[src/rtl/bfp_pkg.sv]
// shared types and constants for the lsb-first bit-field packer
package bfp_pkg;

    localparam int MAX_FIELD_BITS = 32;
    localparam int WIDTH_BITS     = 6;
    localparam int BYTE_BITS      = 8;
    localparam int CNT_BITS       = 3;
    localparam int ACC_BITS       = MAX_FIELD_BITS + BYTE_BITS;
    localparam int RUN_BITS       = 3;

    localparam logic [WIDTH_BITS-1:0] WIDTH_SAT = WIDTH_BITS'(MAX_FIELD_BITS);

    // run of bytes handed from the merge logic to the byte emitter
    typedef struct packed {
        logic [RUN_BITS-1:0] nbytes;
        logic [ACC_BITS-1:0] data;
    } bfp_run_t;

endpackage

[src/rtl/lsb_first_bit_field_packer_core.sv]
// top level of the lsb-first bit-field packer
//
//   channel | signals                                   | direction
//   --------+-------------------------------------------+----------
//   cfg     | cfg_valid cfg_ready cfg_data[2:0]         | in
//   in      | in_valid in_ready field_width field_value | in
//           | flush                                     |
//   out     | out_valid out_ready out_byte last_of_run  | out
//
// an item is merged in the cycle it is accepted; its 0 to 5 bytes leave the
// result register one per cycle while out_ready is high.
// a new item is taken in the cycle the last byte of the previous run leaves.
// a stalled output holds its byte and blocks input once that run is pending.
// reset empties the result register and clears the partial byte to bit 0.
// cfg is always ready; a write restarts the stream at the new start bit.
module lsb_first_bit_field_packer_core (
    input  logic                               clk,
    input  logic                               rst_n,
    input  logic                               cfg_valid,
    output logic                               cfg_ready,
    input  logic [bfp_pkg::CNT_BITS-1:0]       cfg_data,
    input  logic                               in_valid,
    output logic                               in_ready,
    input  logic [bfp_pkg::WIDTH_BITS-1:0]     field_width,
    input  logic [bfp_pkg::MAX_FIELD_BITS-1:0] field_value,
    input  logic                               flush,
    output logic                               out_valid,
    input  logic                               out_ready,
    output logic [bfp_pkg::BYTE_BITS-1:0]      out_byte,
    output logic                               last_of_run
);

    logic [bfp_pkg::BYTE_BITS-1:0] pending_bits_reg;
    logic [bfp_pkg::BYTE_BITS-1:0] pending_bits_next;
    logic [bfp_pkg::CNT_BITS-1:0]  pending_count_reg;
    logic [bfp_pkg::CNT_BITS-1:0]  pending_count_next;
    logic [bfp_pkg::BYTE_BITS-1:0] merged_bits;
    logic [bfp_pkg::CNT_BITS-1:0]  merged_count;
    bfp_pkg::bfp_run_t             run;
    logic                          can_load;
    logic                          in_xfer;
    logic                          cfg_xfer;

    assign cfg_ready = 1'b1;
    assign cfg_xfer  = cfg_valid && cfg_ready;
    assign in_ready  = can_load;
    assign in_xfer   = in_valid && in_ready;

    // field merge
    bfp_merge u_merge (
        .pending_bits  (pending_bits_reg),
        .pending_count (pending_count_reg),
        .field_width   (field_width),
        .field_value   (field_value),
        .flush         (flush),
        .run           (run),
        .next_bits     (merged_bits),
        .next_count    (merged_count)
    );

    // byte emitter
    bfp_emit u_emit (
        .clk         (clk),
        .rst_n       (rst_n),
        .load        (in_xfer && (run.nbytes != '0)),
        .run         (run),
        .can_load    (can_load),
        .out_valid   (out_valid),
        .out_ready   (out_ready),
        .out_byte    (out_byte),
        .last_of_run (last_of_run)
    );

    // pending partial byte, a cfg write starts a new stream
    always_comb
    begin
        pending_bits_next  = pending_bits_reg;
        pending_count_next = pending_count_reg;
        if (cfg_xfer)
        begin
            pending_bits_next  = '0;
            pending_count_next = cfg_data;
        end
        else if (in_xfer)
        begin
            pending_bits_next  = merged_bits;
            pending_count_next = merged_count;
        end
    end

    always_ff @(posedge clk or negedge rst_n)
    begin
        if (!rst_n)
        begin
            pending_bits_reg  <= '0;
            pending_count_reg <= '0;
        end
        else
        begin
            pending_bits_reg  <= pending_bits_next;
            pending_count_reg <= pending_count_next;
        end
    end

endmodule

[src/rtl/bfp_merge.sv]
// merges a new field into the pending partial byte and sizes the byte run
module bfp_merge (
    input  logic [bfp_pkg::BYTE_BITS-1:0]      pending_bits,
    input  logic [bfp_pkg::CNT_BITS-1:0]       pending_count,
    input  logic [bfp_pkg::WIDTH_BITS-1:0]     field_width,
    input  logic [bfp_pkg::MAX_FIELD_BITS-1:0] field_value,
    input  logic                               flush,
    output bfp_pkg::bfp_run_t                  run,
    output logic [bfp_pkg::BYTE_BITS-1:0]      next_bits,
    output logic [bfp_pkg::CNT_BITS-1:0]       next_count
);

    logic [bfp_pkg::WIDTH_BITS-1:0]     width_sat;
    logic [bfp_pkg::MAX_FIELD_BITS:0]   mask_wide;
    logic [bfp_pkg::MAX_FIELD_BITS-1:0] value_masked;
    logic [bfp_pkg::ACC_BITS-1:0]       acc;
    logic [bfp_pkg::WIDTH_BITS-1:0]     total;
    logic [bfp_pkg::RUN_BITS-1:0]       full;
    logic [bfp_pkg::CNT_BITS-1:0]       rem;
    logic [bfp_pkg::BYTE_BITS-1:0]      leftover;

    // saturate width and drop value bits above it
    always_comb
    begin
        width_sat    = (field_width > bfp_pkg::WIDTH_SAT) ? bfp_pkg::WIDTH_SAT : field_width;
        mask_wide    = ((bfp_pkg::MAX_FIELD_BITS+1)'(1) << width_sat)
                       - (bfp_pkg::MAX_FIELD_BITS+1)'(1);
        value_masked = field_value & mask_wide[bfp_pkg::MAX_FIELD_BITS-1:0];
    end

    // place the field above the pending bits
    always_comb
    begin
        acc   = bfp_pkg::ACC_BITS'(pending_bits)
              | (bfp_pkg::ACC_BITS'(value_masked) << pending_count);
        total = bfp_pkg::WIDTH_BITS'(pending_count) + width_sat;
        full  = total[bfp_pkg::WIDTH_BITS-1:bfp_pkg::CNT_BITS];
        rem   = total[bfp_pkg::CNT_BITS-1:0];
    end

    // bits left over after the completed bytes
    always_comb
    begin
        unique case (full)
            3'd0:    leftover = acc[7:0];
            3'd1:    leftover = acc[15:8];
            3'd2:    leftover = acc[23:16];
            3'd3:    leftover = acc[31:24];
            3'd4:    leftover = acc[39:32];
            default: leftover = '0;
        endcase
    end

    // byte run and next pending state, flush empties the partial byte
    always_comb
    begin
        run.data = acc;
        if (flush)
        begin
            run.nbytes = full + bfp_pkg::RUN_BITS'(rem != '0);
            next_bits  = '0;
            next_count = '0;
        end
        else
        begin
            run.nbytes = full;
            next_bits  = leftover;
            next_count = rem;
        end
    end

endmodule

[src/rtl/bfp_emit.sv]
// result register that sends a run of packed bytes one per cycle while out_ready is high
module bfp_emit (
    input  logic                          clk,
    input  logic                          rst_n,
    input  logic                          load,
    input  bfp_pkg::bfp_run_t             run,
    output logic                          can_load,
    output logic                          out_valid,
    input  logic                          out_ready,
    output logic [bfp_pkg::BYTE_BITS-1:0] out_byte,
    output logic                          last_of_run
);

    logic [bfp_pkg::ACC_BITS-1:0] data_reg;
    logic [bfp_pkg::ACC_BITS-1:0] data_next;
    logic [bfp_pkg::RUN_BITS-1:0] left_reg;
    logic [bfp_pkg::RUN_BITS-1:0] left_next;
    logic                         out_xfer;

    // output side view of the register
    assign out_valid   = (left_reg != '0);
    assign last_of_run = (left_reg == bfp_pkg::RUN_BITS'(1));
    assign out_byte    = data_reg[bfp_pkg::BYTE_BITS-1:0];
    assign out_xfer    = out_valid && out_ready;
    assign can_load    = !out_valid || (last_of_run && out_ready);

    // a new run replaces the old one as its last byte leaves
    always_comb
    begin
        data_next = data_reg;
        left_next = left_reg;
        if (load)
        begin
            data_next = run.data;
            left_next = run.nbytes;
        end
        else if (out_xfer)
        begin
            data_next = data_reg >> bfp_pkg::BYTE_BITS;
            left_next = left_reg - bfp_pkg::RUN_BITS'(1);
        end
    end

    // byte count needs reset, data does not
    always_ff @(posedge clk or negedge rst_n)
    begin
        if (!rst_n)
        begin
            left_reg <= '0;
        end
        else
        begin
            left_reg <= left_next;
        end
    end

    always_ff @(posedge clk)
    begin
        data_reg <= data_next;
    end

endmodule

[config.mk]
export PLATFORM = sky130hd
export DESIGN_NAME = lsb_first_bit_field_packer_core
export DESIGN_NICKNAME = d
export VERILOG_FILES = /design/src/rtl/bfp_pkg.sv /design/src/rtl/lsb_first_bit_field_packer_core.sv /design/src/rtl/bfp_merge.sv /design/src/rtl/bfp_emit.sv
export SDC_FILE = /design/constraint.sdc
export NUM_CORES = 1
export LEC_CHECK = 0
export BUFFER_PORTS_ARGS = -buffer_cell sky130_fd_sc_hd__buf_2
export CAP_MARGIN = 30
export CORE_ASPECT_RATIO = 0.75
export CORE_MARGIN = 2
export CORE_UTILIZATION = 50
export DETAILED_ROUTE_END_ITERATION = 16
export PLACE_DENSITY = 0.76
export SLEW_MARGIN = 15
export SYNTH_ARGS = -nofsm -noshare
export SYNTH_HDL_FRONTEND = slang
export SYNTH_SLANG_ARGS = --single-unit
[constraint.sdc]
create_clock -name clk -period 7.65 [get_ports clk]
set_input_delay 0.765 -clock clk [delete_from_list [all_inputs] [get_ports clk]]
set_output_delay 0.765 -clock clk [all_outputs]
set_load 0.005 [all_outputs]
### Word-level counts from Yosys, hierarchy flattened

Index checks and enable logic that the tools add are counted.

| storage, ports and cells | value |
|---|---|
| register bits after elaboration | 54 |
| logic and storage cells | 43 |

| cells by class | value |
|---|---|
| $add $sub $neg | 4 |
| magnitude comparators | 1 |
| eq/ne operators | 5 |
| shifts and indexed selects | 2 |
| mux-type cells | 13 |
| bitwise gates (word level) | 2 |
| reduce and logical (&&, ||, !) cells | 12 |

Operators by type and width:

| kind | number |
|---|---|
| 40-bit 2-to-1 mux | 2 |
| 8-bit by 40-bit OR with 40-bit output | 1 |
| 8-bit case mux with 5 select lines | 1 |
| 32-bit by 3-bit left shift with 40-bit output | 1 |
| 32-bit AND | 1 |
| 1-bit by 6-bit left shift with 32-bit output (first input constant) | 1 |
| 32-bit by 2-bit subtractor with 32-bit output (second input constant) | 1 |
| 8-bit 2-to-1 mux | 3 |
| 3-bit 2-to-1 mux | 6 |
| 3-bit nonzero test | 3 |
| 3-bit by 6-bit adder with 6-bit output | 1 |
| 3-bit by 1-bit == test with 1-bit output (second input constant) | 2 |
| 3-bit by 2-bit == test with 1-bit output (second input constant) | 2 |
| 6-bit greater-than comparator (second input constant) | 1 |
| 6-bit 2-to-1 mux | 1 |
| 1-bit logical AND | 4 |
| 2-bit nonzero test | 2 |
| 3-bit by 1-bit adder with 3-bit output | 1 |
| 3-bit == test (second input constant) | 1 |
| 3-bit logical NOT | 1 |
| 3-bit by 1-bit subtractor with 3-bit output (second input constant) | 1 |
| 1-bit logical NOT | 1 |
| 1-bit logical OR | 1 |

### Logic depth before layout (Yosys ltp)

Gate-level depths: netlist of run 1.

| depth | value |
|---|---|
| depth after elaboration | 11 |
| mapped depth | 18 |

### By module

Synthesis of run 1 repeated with hierarchy kept, for this count alone.

| unflattened totals | value |
|---|---|
| cells, all modules | 630 |
| area, all modules | 5631.7 µm² |

By module, submodules not included:

| module | instances | cells an instance | area an instance (µm²) | sequential area each (µm²) |
|---|---|---|---|---|
| bfp_merge | 1 | 455 | 3027.9 | 0.0 |
| bfp_emit | 1 | 119 | 1921.8 | 1276.2 |
| lsb_first_bit_field_packer_core | 1 | 56 | 681.9 | 275.3 |

### Least setup slack after synthesis of run 1

Ideal clock, no wire load.

| timing path | value |
|---|---|
| path type | input-to-reg |
| start point | input field_width[5] in the netlist's numbering |
| end point | register u_emit.data_reg[0] in the netlist's numbering (enable) |
| arrival | 4.935 ns |
| required time | 7.125 ns |
| setup slack | 2.190 ns |
| stages | 16 |
| buffers on the path | 6 |
| cells stage by stage | buf_2 buf_2 clkbuf_1 buf_2 nor2b_1 ha_1 fa_1 a21oi_1 o21ai_0 a21oi_1 ha_1 mux2i_1 a31o_2 clkbuf_1 clkbuf_1 nand2_1 |

| on the way | value |
|---|---|
| longest elaborated chain between the ends | 9 |

Ends and longest elaborated chain:

| item | line | text |
|---|---|---|
| from (decl) | lsb_first_bit_field_packer_core.sv:24 | `input logic [bfp_pkg::WIDTH_BITS-1:0] field_width,` |
| 6-bit greater-than comparator | bfp_merge.sv:25 | `width_sat = (field_width > bfp_pkg::WIDTH_SAT) ? bfp_pkg::WIDTH_SAT : field_width;` |
| 6-bit 2-to-1 mux (*) | bfp_merge.sv:25 |  |
| 3-bit by 6-bit adder with 6-bit output (*) | bfp_merge.sv:36 | `total = bfp_pkg::WIDTH_BITS'(pending_count) + width_sat;` |
| 3-bit nonzero test | bfp_merge.sv:60 | `run.nbytes = full + bfp_pkg::RUN_BITS'(rem != '0);` |
| 3-bit by 1-bit adder with 3-bit output | bfp_merge.sv:60 |  |
| 3-bit 2-to-1 mux (*) | bfp_merge.sv:58 | `if (flush)` |
| 3-bit nonzero test (*) | lsb_first_bit_field_packer_core.sv:65 | `.load (in_xfer && (run.nbytes != '0)),` |
| 1-bit logical AND (*) | lsb_first_bit_field_packer_core.sv:65 |  |
| 2-bit nonzero test (no source line) (*) | -- |  |
| to (signal assigned) | bfp_emit.sv:59 | `data_reg <= data_next;` |
| to (decl) | bfp_emit.sv:14 | `logic [bfp_pkg::ACC_BITS-1:0] data_reg;` |

Mark *: on every way between the ends. The rest lies on a longest branch, timed or not.
A chain may end at the register's enable or synchronous reset.

### Final worst setup path of run 1

| timing path | value |
|---|---|
| start point | input field_width[5] in the netlist's numbering |
| end point | register u_emit.data_reg[24] in the netlist's numbering (data pin) |

| on the way | value |
|---|---|
| longest elaborated chain between the ends | 9 |

Ends and longest elaborated chain:

| item | line | text |
|---|---|---|
| 6-bit greater-than comparator | bfp_merge.sv:25 |  |
| 6-bit 2-to-1 mux (*) | bfp_merge.sv:25 |  |
| branches (longest 6 deep; another with 32-bit by 2-bit subtractor with 32-bit output) | -- |  |
| 40-bit 2-to-1 mux (*) | bfp_emit.sv:32 | `if (load)` |
| net u_emit.data_next (one bit) | bfp_emit.sv:15 | `logic [bfp_pkg::ACC_BITS-1:0] data_next;` |

Mark *: on every way through the listed nets, which the timed path passes.

==> results of run 1 <==
## layout by cell type, fill, tap and decap left out, drive strengths merged, types with 9 or more instances in the layout
master / instances
nor2b: 11
inv: 14
a21oi: 32
o211ai: 10
nor3: 11
nor2: 51
edfxtp: 39
xnor2: 10
o22ai: 9
o21ai: 65
buf: 65
nand3: 16
nand2: 90
a31oi: 10
ha: 9
dfrtp: 14
mux2: 20
mux2i: 24
## through the flow
step           hold slack, ps  worst slack [ps]  instances
3_3_place_gp              479              2710        794
5_1_grt                   375              2360        802
3_5_place_dp              481              2490        794
4_1_cts                   365              2800        802
6_report                  353              2750        802
2_1_floorplan             456              2190        654
## logic make-up after synthesis
logic type                 after synthesis
and+or+nand+nor                        249
AOI/OAI and AO/OA                      208
buffers and inverters                   75
DFF                                     53
muxes                                   46
xor gates and xnor gates                12
adders and majority gates               10
other                                    1
## metal layers
layer	wire, um	vias to the layer above	track usage [%]
li1	-	2467	-
met1	7580	2469	42.9
met2	7060	264	43.7
met3	1650	42	7.20
met4	378	2	9.77
met5	11	-	0
## power groups by stage
stage,combinational (W),sequential [W],clock [W]
final,0.000633,0.000486,0.000274
after detailed placement,0.000622,0.000491,0
after global placement,0.000608,0.000488,0
after global routing,0.000707,0.000494,0.000286
after floorplan,0.000471,0.000483,0
after CTS,0.000626,0.000486,0.000276
## path summary, 6_finish.rpt
check	depth (start not counted)	to	startpoint	slack [ps]
setup / recovery	12	u_emit.data_reg[24]	field_width[5]	2750
hold / removal	1	pending_count_reg[2]	rst_n	350
setup reg to reg	11	u_emit.data_reg[24]	pending_count_reg[0]	3280
hold reg to reg	2	pending_bits_reg[3]	pending_bits_reg[3]	510
max in group asynchronous	1	pending_bits_reg[3]	rst_n	7040
min in group clk	2	pending_bits_reg[3]	pending_bits_reg[3]	510
## area by class of cell
type | instances | area (um^2) | area share [%]
sequential | 53 | 1520 | 26.7
clock buffer | 6 | 139 | 2.44
tap | 136 | 170 | 2.99
inverter | 14 | 52.6 | 0.922
clock inverter | 2 | 37.5 | 0.659
timing repair buffer | 65 | 345 | 6.06
multi-input combinational | 526 | 3430 | 60.2
==> key figures, run 1 <==
Global route
  • Gr ovfl total: 0
  • Vias in the first global route: 4940
  • GRT Total Usage: 29.8%
  • First-pass GRT wire length: 26200 um
  • Largest net degree at the start of global routing: 51
  • Initial antenna violation count: 1

Detailed routing
  • Vias per cell: 6.54
  • DR pass1 iterations: 6
  • DR WL/cell: 20.8 um
  • Drt drc: 0
  • Total Wirelength: 16700 um
  • Via count: 5244
  • Post-route ant nets: 0
  • DRC marker count from the first detailed-route iteration: 604

STA
  • RSZ-0062 raised after global routing: false
  • Slew Viols, Final: 0
  • Final hold vios: 0
  • Max_slew headroom: 37.7%
  • Finish-stage setup viols: 0
  • Final worst path period share: 64.0%
  • Worst Skew: 5.81 ps
  • Fin crit period: 4900 ps
  • Setup TNS: 0 ps
  • Slew @ Worst Pin: 935 ps
  • Fmax: 204 MHz

Synthesis
  • Synth area leader: edfxtp_1
  • Syn Area/Cell: 8.11 um^2
  • Most instantiated cells after synthesis: nand2_1, o21ai_0, nor2_1, edfxtp_1, clkbuf_1
  • Register area share after synthesis: 28.7%
  • Synthesis warning total: 0
  • Synth top area share: 22.1%
  • FF+latch count, synth: 53
  • Post-Synth XOR/XNOR Area: 1.98%
  • Async SR Flop Fraction: 26.4%
  • Most frequent cell after synthesis: nand2_1
  • Adder-Cell Fraction of Synth Area: 2.50%
  • Largest family of logic cells by synthesized area: compound AO/OA/AOI/OAI gates
  • Mapped Cells: 654
  • Synth area leaders: edfxtp_1, dfrtp_1, nand2_1
  • Post-synthesis mux area share: 9.70%
  • Post-synth EDFFs: 39
  • Simple-gate portion of the synthesized area: 23.9%
  • Area of the mapped netlist: 5300 um^2
  • Library cells used by synthesis: 87
  • Post-synthesis compound-gate area fraction: 26.5%
  • Most used DFF post-synth: edfxtp_1
  • Syn Nets: 711

Clocking
  • PostCTS Resize Cnt: 0
  • Clock Latency Late Sink: 310 ps
  • CTS tree: built
  • H-tree Lvls: 2
  • Postcts setup bufs: 0
  • Clk pin slew, worst setup/hold paths: 70 ps
  • CTS root buf: clkbuf_16
  • Clock sinks: 53
  • Hold-fix buffers, CTS: 0
  • Worst-case clock buffer depth: 2
  • CTS Buf Count: 5

Finish
  • Fill count: 984
  • Ant. Diodes: 0
  • Layout Utilization: 55.4%
  • Largest register FFs: 39
  • Share of cells above drive strength 1: 18.0%
  • Final Instance Area: 5700 um^2
  • Nets: 722
  • Synth-to-Final Area Change: 7.41%

Pwr
  • Combinational cell fraction of total power: 45.4%
  • Sequential share of power: 34.9%
  • Net Sw Power: 0.000543 W
  • P_int: 0.000849 W
  • Power density cells: 244 nW/um^2
  • Clock Power Share: 19.7%
  • Power, Total: 0.00139 W
  • Leak: 2.24 nW
  • Peak supply drop: 0.000114 V
  • Net switching fraction of the power: 39.0%

Worst setup path
  • Critical path required time: 7710 ps
  • WP data arrival: 4950 ps
  • CP top delay family: compound AO/OA/AOI/OAI gates
  • Crit-path max FO: 42
  • CP bufs+invs: 3
  • Critical setup path kind: in -> reg
  • CP dominant cell by count: a21oi_1
  • Crit path cell chain: buf_2 > nand2b_1 > inv_1 > fa_1 > a21oi_1 > o21ai_0 > a21oi_1 > ha_1 > mux2i_1 > a31o_2 > buf_4 > mux2_2
  • Crit. End Element: flip-flop
  • Startpoint class of the critical path: input pin
  • CP peak stage delay: 620 ps
  • Critical path's slowest cell: buf_2

Run status
  • Outcome: completed

Die
  • IO Pins: 59
  • Width of the die: 123 um
  • Die Ht: 93.2 um
  • Starting density of the core: 51.5%
  • Core area: 10300 um^2
  • Die area: 11500 um^2
  • # rows: 32

Hold path
  • HP Class: in -> async

Run
  • Max Cap Viol: 0

Placed design
  • I/O Buffers: 57
  • DP Area: 5520 um^2
  • Routability Congestion: 1.01
  • Post-detail-place hpwl: 12200 um
No activity file was read; power rests on OpenSTA's default activity.
==> run 2: changes to the inputs <==
--- a/config.mk
+++ b/config.mk
@@ -5,13 +5,14 @@
 export SDC_FILE = /design/constraint.sdc
 export NUM_CORES = 1
 export LEC_CHECK = 0
+export ABC_AREA = 1
 export BUFFER_PORTS_ARGS = -buffer_cell sky130_fd_sc_hd__buf_2
 export CAP_MARGIN = 30
 export CORE_ASPECT_RATIO = 0.75
 export CORE_MARGIN = 2
 export CORE_UTILIZATION = 50
 export DETAILED_ROUTE_END_ITERATION = 16
-export PLACE_DENSITY = 0.76
+export PLACE_DENSITY = 0.79
 export SLEW_MARGIN = 15
 export SYNTH_ARGS = -nofsm -noshare
 export SYNTH_HDL_FRONTEND = slang
==> constraint.sdc (replaced) <==
create_clock -name clk -period 4.15 [get_ports clk]
set_input_delay 0.415 -clock clk [delete_from_list [all_inputs] [get_ports clk]]
set_output_delay 0.415 -clock clk [all_outputs]
set_load 0.005 [all_outputs]
==> key figures, run 2 <==
Run status
  • Outcome: completed (unchanged)

Synthesis
  • Async SR Flop Fraction: 26.4% (unchanged)
  • Area of the mapped netlist: 5280 um^2 (was 5300 um^2)
  • Post-synth EDFFs: 39 (unchanged)
  • Most used DFF post-synth: edfxtp_1 (unchanged)
  • FF+latch count, synth: 53 (unchanged)
  • Library cells used by synthesis: 46 (was 87)
  • Synthesis warning total: 0 (unchanged)
  • Synth area leaders: edfxtp_1, nand2_1, nand3_1 (was edfxtp_1, dfrtp_1, nand2_1)
  • Syn Area/Cell: 6.25 um^2 (was 8.11 um^2)
  • Most frequent cell after synthesis: nand2_1 (unchanged)
  • Most instantiated cells after synthesis: nand2_1, nand3_1, nor2_1, inv_1, edfxtp_1 (was nand2_1, o21ai_0, nor2_1, edfxtp_1, clkbuf_1)
  • Synth area leader: edfxtp_1 (unchanged)
  • Register area share after synthesis: 28.8% (was 28.7%)
  • Mapped Cells: 844 (was 654)
  • Synth top area share: 22.2% (was 22.1%)
  • Syn Nets: 901 (was 711)

Worst setup path
  • Crit-path max FO: 36 (was 42)
  • R2R depth: 13 (was 11)
  • WP data arrival: 3450 ps (was 4950 ps)
  • FF-to-FF End: u_emit.data_reg[34] (was u_emit.data_reg[24])
  • Critical setup path kind: in -> reg (unchanged)
  • Crit. End Element: flip-flop (unchanged)
  • Crit path from: field_width[5] (unchanged)
  • Crit path cell chain: buf_2 > nor2_1 > ha_1 > fa_1 > nor2_1 > nor2_1 > or3_1 > ha_1 > ha_1 > nand2_1 > xor2_1 > a31oi_2 > buf_4 > inv_2 > nor2_1 (was buf_2 > nand2b_1 > inv_1 > fa_1 > a21oi_1 > o21ai_0 > a21oi_1 > ha_1 > mux2i_1 > a31o_2 > buf_4 > mux2_2)
  • Critical path's slowest cell: inv_2 (was buf_2)
  • Worst flop-to-flop path startpoint: pending_count_reg[0] (unchanged)
  • Critical path required time: 4180 ps (was 7710 ps)
  • Worst Setup EP: u_emit.data_reg[34] (was u_emit.data_reg[24])
  • CP dominant cell by count: nor2_1 (was a21oi_1)
  • CP peak stage delay: 410 ps (was 620 ps)
  • R2R setup slack: 840 ps (was 3280 ps)
  • Startpoint class of the critical path: input pin (unchanged)

Detailed routing
  • Drt drc: 0 (unchanged)
  • Post-route ant nets: 0 (unchanged)
  • DR WL/cell: 15.4 um (was 20.8 um)
  • Via count: 5733 (was 5244)
  • Total Wirelength: 15600 um (was 16700 um)
  • DR pass1 iterations: 5 (was 6)
  • Vias per cell: 5.67 (was 6.54)
  • DRC marker count from the first detailed-route iteration: 602 (was 604)

STA
  • Fmax: 293 MHz
  • Slew Viols, Final: 0 (unchanged)
  • Worst Skew: 4.69 ps (was 5.81 ps)
  • Slew @ Worst Pin: 820 ps (was 935 ps)
  • RSZ-0062 raised after global routing: false (unchanged)
  • Finish-stage setup viols: 0 (unchanged)
  • WHS: 4.07 ps (was 353 ps)
  • Final hold vios: 0 (unchanged)
  • Final worst path period share: 82.3%
  • Setup TNS: 0 ps (unchanged)
  • Max_slew headroom: 45.2% (was 37.7%)
  • Fin crit period: 3420 ps

Pwr
  • Peak supply drop: 0.000258 V (was 0.000114 V)
  • Power density cells: 466 nW/um^2 (was 244 nW/um^2)
  • Power, Total: 0.00267 W (was 0.00139 W)
  • Leak: 3.09 nW (was 2.24 nW)

Placed design
  • I/O Buffers: 57 (unchanged)
  • Routability Congestion: 0.970 (was 1.01)
  • Dpl cells: 1004 (was 794)
  • Post-detail-place hpwl: 12500 um (was 12200 um)

Clocking
  • Postcts setup bufs: 0 (unchanged)
  • Clock sinks: 53 (unchanged)
  • CTS tree: built (unchanged)
  • CTS root buf: clkbuf_16 (unchanged)
  • Hold-fix buffers, CTS: 0 (unchanged)
  • Worst-case clock buffer depth: 2 (unchanged)
  • Clk pin slew, worst setup/hold paths: 70 ps (about the same)
  • PostCTS Resize Cnt: 0 (unchanged)
  • CTS Buf Count: 5 (unchanged)
  • Clock Latency Late Sink: 300 ps (was 310 ps)
  • H-tree Lvls: 2 (unchanged)

Die
  • Die area: 11400 um^2 (was 11500 um^2)
  • Width of the die: 123 um (about the same)
  • # rows: 32 (unchanged)
  • Die Ht: 93.0 um (was 93.2 um)
  • IO Pins: 59 (unchanged)
  • Starting density of the core: 51.3% (was 51.5%)
  • Core area: 10300 um^2 (unchanged)

Finish
  • Nets: 932 (was 722)
  • Synth-to-Final Area Change: 8.63% (was 7.41%)
  • Most common cell after layout, fill and taps aside: nand2_1 (unchanged)
  • Largest register FFs: 39 (unchanged)
  • Fin cells: 1012 (was 802)
  • Ant. Diodes: 0 (unchanged)
  • Commonest cells after routing, fill and taps aside: nand2_1, nand3_1, nor2_1, buf_2, inv_1 (was nand2_1, o21ai_0, buf_2, nor2_1, edfxtp_1)
  • Share of cells above drive strength 1: 13.1% (was 18.0%)
  • Fill count: 1065 (was 984)

Hold path
  • HP Class: in -> async (unchanged)

Global route
  • First-pass GRT wire length: 25400 um (was 26200 um)
  • Gr ovfl total: 0 (unchanged)
  • GRT Total Usage: 28.7% (was 29.8%)
  • Largest net degree at the start of global routing: 41 (was 51)
  • Vias in the first global route: 5123 (was 4940)
  • Initial antenna violation count: 0 (was 1)

Run
  • Max Cap Viol: 0 (unchanged)
==> run 2: changes by cell type after synthesis, moves of 19 or more <==
cell,previous run,this run
mux2i_1,24,1
inv_1,14,56
nand4_1,5,29
nand3_1,16,207
a21oi_1,32,5
nand2_1,90,287
clkbuf_1,35,14
o21ai_0,62,11
mux2_2,19,0
==> run 2: power by group <==
group	internal [W]	switching [W]	total (W)	leakage (nW)
clock	0.000224	0.000189	0.000413	0.0631
combinational	0.000438	0.000915	0.00135	2.45
sequential	0.000848	0.0000593	0.000907	0.571
==> run 2: worst min path at each step <==
stage | from | end | slack, ps | cells past startpoint
2_1_floorplan | rst_n | pending_bits_reg[0] | 120 | 0
3_3_place_gp | rst_n | pending_count_reg[1] | 340 | 1
3_5_place_dp | rst_n | pending_count_reg[1] | 330 | 1
4_1_cts | rst_n | pending_count_reg[1] | 20 | 1
5_1_grt | rst_n | pending_count_reg[1] | 40 | 1
6_report | rst_n | pending_count_reg[0] | 4 | 1
==> run 2: through the flow <==
| stage | cell area [um^2] | utilization (%) | setup WS (ps) |
|---|---|---|---|
| finish | 5730 | 55.7 | 734 |
| global route | 5730 | 55.7 | 420 |
| CTS | 5730 | 55.7 | 725 |
| detailed placement | 5590 | 54.3 | 424 |
| global placement | 5590 | 54.3 | 486 |
| floorplan | 5280 | - | 506 |
==> run 2: critical path, delay by kind of cell <==
kind | cells | cell delay (ps)
xor gates and xnor gates | 1 | 200
and+or+nand+nor | 6 | 750
adders and majority gates | 4 | 980
AOI/OAI and AO/OA | 1 | 150
buffers and inverters | 3 | 920
==> run 2: cell families (layout without fill, tap and decap cells) <==
| group | Yosys count | in the layout | synth area share, % |
|---|---|---|---|
| muxes | 1 | 1 | 0.190 |
| xor gates and xnor gates | 2 | 2 | 0.332 |
| DFF | 53 | 53 | 28.8 |
| buffers and inverters | 109 | 141 | 9.15 |
| adders and majority gates | 10 | 10 | 2.51 |
| other | 1 | 1 | 0.0710 |
| and+or+nand+nor | 628 | 628 | 54.1 |
| AOI/OAI and AO/OA | 40 | 40 | 4.84 |
==> run 2: layout make-up <==
cell class | count | area [um^2] | area share (%)
inverters | 67 | 259 | 4.52
flip-flops and latches | 53 | 1520 | 26.5
repair buffers | 66 | 365 | 6.37
clock buffers | 6 | 129 | 2.25
multi-input cells | 682 | 3270 | 57.1
well taps | 136 | 170 | 2.97
clock inverters | 2 | 15.0 | 0.262
==> run 2: per-layer routing <==
metal	global-route usage (%)	part of all wire [%]	vias up
met5	0	0	-
met4	3.64	0.54	0
met3	5.61	9.1	10
met2	43.7	43	218
met1	43.3	48	2617
li1	-	-	2888
==> run 3: changes to the inputs <==
--- a/config.mk
+++ b/config.mk
@@ -12,7 +12,7 @@
 export CORE_MARGIN = 2
 export CORE_UTILIZATION = 50
 export DETAILED_ROUTE_END_ITERATION = 16
-export PLACE_DENSITY = 0.79
+export PLACE_DENSITY = 0.76
 export SLEW_MARGIN = 15
 export SYNTH_ARGS = -nofsm -noshare
 export SYNTH_HDL_FRONTEND = slang
==> constraint.sdc (replaced) <==
create_clock -name clk -period 3.3 [get_ports clk]
set_input_delay 0.33 -clock clk [delete_from_list [all_inputs] [get_ports clk]]
set_output_delay 0.33 -clock clk [all_outputs]
set_load 0.005 [all_outputs]
==> key figures, run 3 (synthesis results as in run 2) <==
STA
  • Max_slew headroom: 46.4% (was 45.2%)
  • Final worst path period share: 93.9%
  • Setup TNS: 0 ps (unchanged)
  • RSZ-0062 raised after global routing: false (unchanged)
  • Finish-stage setup viols: 0 (unchanged)
  • Fin crit period: 3100 ps
  • WHS: 272 ps (was 4.07 ps)
  • Fmax: 323 MHz
  • Worst Skew: 7.69 ps (was 4.69 ps)
  • Slew @ Worst Pin: 801 ps (was 820 ps)
  • Slew Viols, Final: 0 (unchanged)
  • Final hold vios: 0 (unchanged)

Die
  • Starting density of the core: 51.3% (unchanged)
  • # rows: 32 (unchanged)
  • Die area: 11400 um^2 (unchanged)
  • Die Ht: 93.0 um (unchanged)
  • Width of the die: 123 um (unchanged)
  • IO Pins: 59 (unchanged)
  • Core area: 10300 um^2 (unchanged)

Placed design
  • Post-detail-place hpwl: 12600 um (was 12500 um)
  • I/O Buffers: 57 (unchanged)
  • Routability Congestion: 1.00 (was 0.970)

Detailed routing
  • Total Wirelength: 16000 um (was 15600 um)
  • DR WL/cell: 15.6 um (was 15.4 um)
  • DRC marker count from the first detailed-route iteration: 554 (was 602)
  • Drt drc: 0 (unchanged)
  • DR pass1 iterations: 6 (was 5)
  • Vias per cell: 5.72 (was 5.67)
  • Via count: 5874 (was 5733)
  • Post-route ant nets: 0 (unchanged)

Worst setup path
  • Crit. End Element: flip-flop (unchanged)
  • Critical path required time: 3340 ps (was 4180 ps)
  • FF-to-FF End: u_emit.data_reg[35] (was u_emit.data_reg[34])
  • Worst flop-to-flop path startpoint: pending_count_reg[0] (unchanged)
  • R2R setup slack: 200 ps (was 840 ps)
  • WP data arrival: 3140 ps (was 3450 ps)
  • Critical setup path kind: reg -> reg (was in -> reg)
  • Worst Setup EP: u_emit.data_reg[35] (was u_emit.data_reg[34])
  • Crit-path max FO: 39 (was 36)
  • R2R depth: 13 (unchanged)
  • Startpoint class of the critical path: flip-flop (was input pin)
  • Crit path from: pending_count_reg[0] (was field_width[5])

Clocking
  • Postcts setup bufs: 0 (unchanged)
  • H-tree Lvls: 2 (unchanged)
  • Clock sinks: 53 (unchanged)
  • Worst-case clock buffer depth: 2 (unchanged)
  • Clk pin slew, worst setup/hold paths: 80 ps (was 70 ps)
  • CTS root buf: clkbuf_16 (unchanged)
  • CTS Buf Count: 5 (unchanged)
  • Clock Latency Late Sink: 300 ps (about the same)
  • CTS tree: built (unchanged)
  • PostCTS Resize Cnt: 0 (unchanged)
  • Hold-fix buffers, CTS: 1 (was 0)

Pwr
  • Peak supply drop: 0.000265 V (was 0.000258 V)
  • Leak: 3.16 nW (was 3.09 nW)
  • Power density cells: 591 nW/um^2 (was 466 nW/um^2)

Run status
  • Outcome: completed (unchanged)

Finish
  • Share of cells above drive strength 1: 15.5% (was 13.1%)
  • Ant. Diodes: 0 (unchanged)
  • Most common cell after layout, fill and taps aside: nand2_1 (unchanged)
  • Largest register FFs: 39 (unchanged)
  • Synth-to-Final Area Change: 11.9% (was 8.63%)
  • Nets: 947 (was 932)
  • Fill count: 1053 (was 1065)
  • Area occupied by multi-input gates: 3310 um^2 (was 3270 um^2)
  • Reg area: 1520 um^2 (unchanged)
  • Commonest cells after routing, fill and taps aside: nand2_1, nand3_1, nor2_1, buf_2, inv_1 (unchanged)

Global route
  • Gr ovfl total: 0 (unchanged)
  • GRT Total Usage: 29.6% (was 28.7%)
  • First-pass GRT wire length: 26300 um (was 25400 um)
  • Initial antenna violation count: 0 (unchanged)
  • Vias in the first global route: 5422 (was 5123)
  • Largest net degree at the start of global routing: 40 (was 41)

Run
  • Max Cap Viol: 0 (unchanged)

Hold path
  • HP Class: in -> reg (was in -> async)
run 3: changes by cell type in the layout (fill, tap and decap cells not counted), sizes merged:
cell,previous run,this run
clkbuf,6,5
buf,66,80
dlygate4sd3,0,1
clkinv,1,2
run 3: critical path, cell delays in order, from the launching register on:
cell and delay, ps:
dfrtp_1 410, ha_2 210, fa_2 360, nor2_1 90, nor2_1 60, or3_1 320, ha_2 190, ha_2 160
nand2_1 80, xor2_1 260, a31oi_4 180, nor2_2 180, clkinvlp_4 130, buf_12 190
run 3: power breakdown:
group          switching [W]  leakage [nW]  internal [W]  total, W
Sequential         0.0000764         0.571       0.00107   0.00114
Combinational        0.00121          2.52      0.000592   0.00181
Clock               0.000258        0.0704      0.000286  0.000544
run 3: worst min path at each step:
stage	depth (start not counted)	from	end
finish	3	cfg_data[1]	pending_count_reg[1]
global route	3	cfg_data[0]	pending_count_reg[0]
CTS	3	cfg_data[1]	pending_count_reg[1]
detailed placement	1	rst_n	pending_count_reg[1]
global placement	1	rst_n	pending_count_reg[0]
floorplan	0	rst_n	pending_bits_reg[0]
run 3: area by class of cell:
cell class                      instances  area share (%)
Multi-Input combinational cell        682            56.0
Sequential cell                        53            25.8
Timing Repair Buffer                   81            8.35
Inverter                               67            4.45
Tap cell                              136            2.88
Clock buffer                            5            2.12
Clock inverter                          3           0.424
run 3: through the flow:
stage | setup slack, ps | utilization [%] | instance area, um^2 | power, W | cells
detailed placement | -2.04 | 55.8 | 5740 | 0.00293 | 1018
finish | 202 | 57.4 | 5900 | 0.00349 | 1027
global route | 1.46 | 57.4 | 5900 | 0.00380 | 1027
CTS | 194 | 57.4 | 5900 | 0.00348 | 1027
floorplan | -122 | - | 5320 | 0.00245 | 844
global placement | 63.9 | 55.8 | 5740 | 0.00290 | 1018
run 3: routing by layer:
metal,vias to the layer above,GRT usage (%),share of wire [%]
met5,-,0,0
met2,283,46.7,44
met3,24,5.79,9.6
met1,2643,42.0,45
li1,2924,-,-
met4,0,6.70,1.6
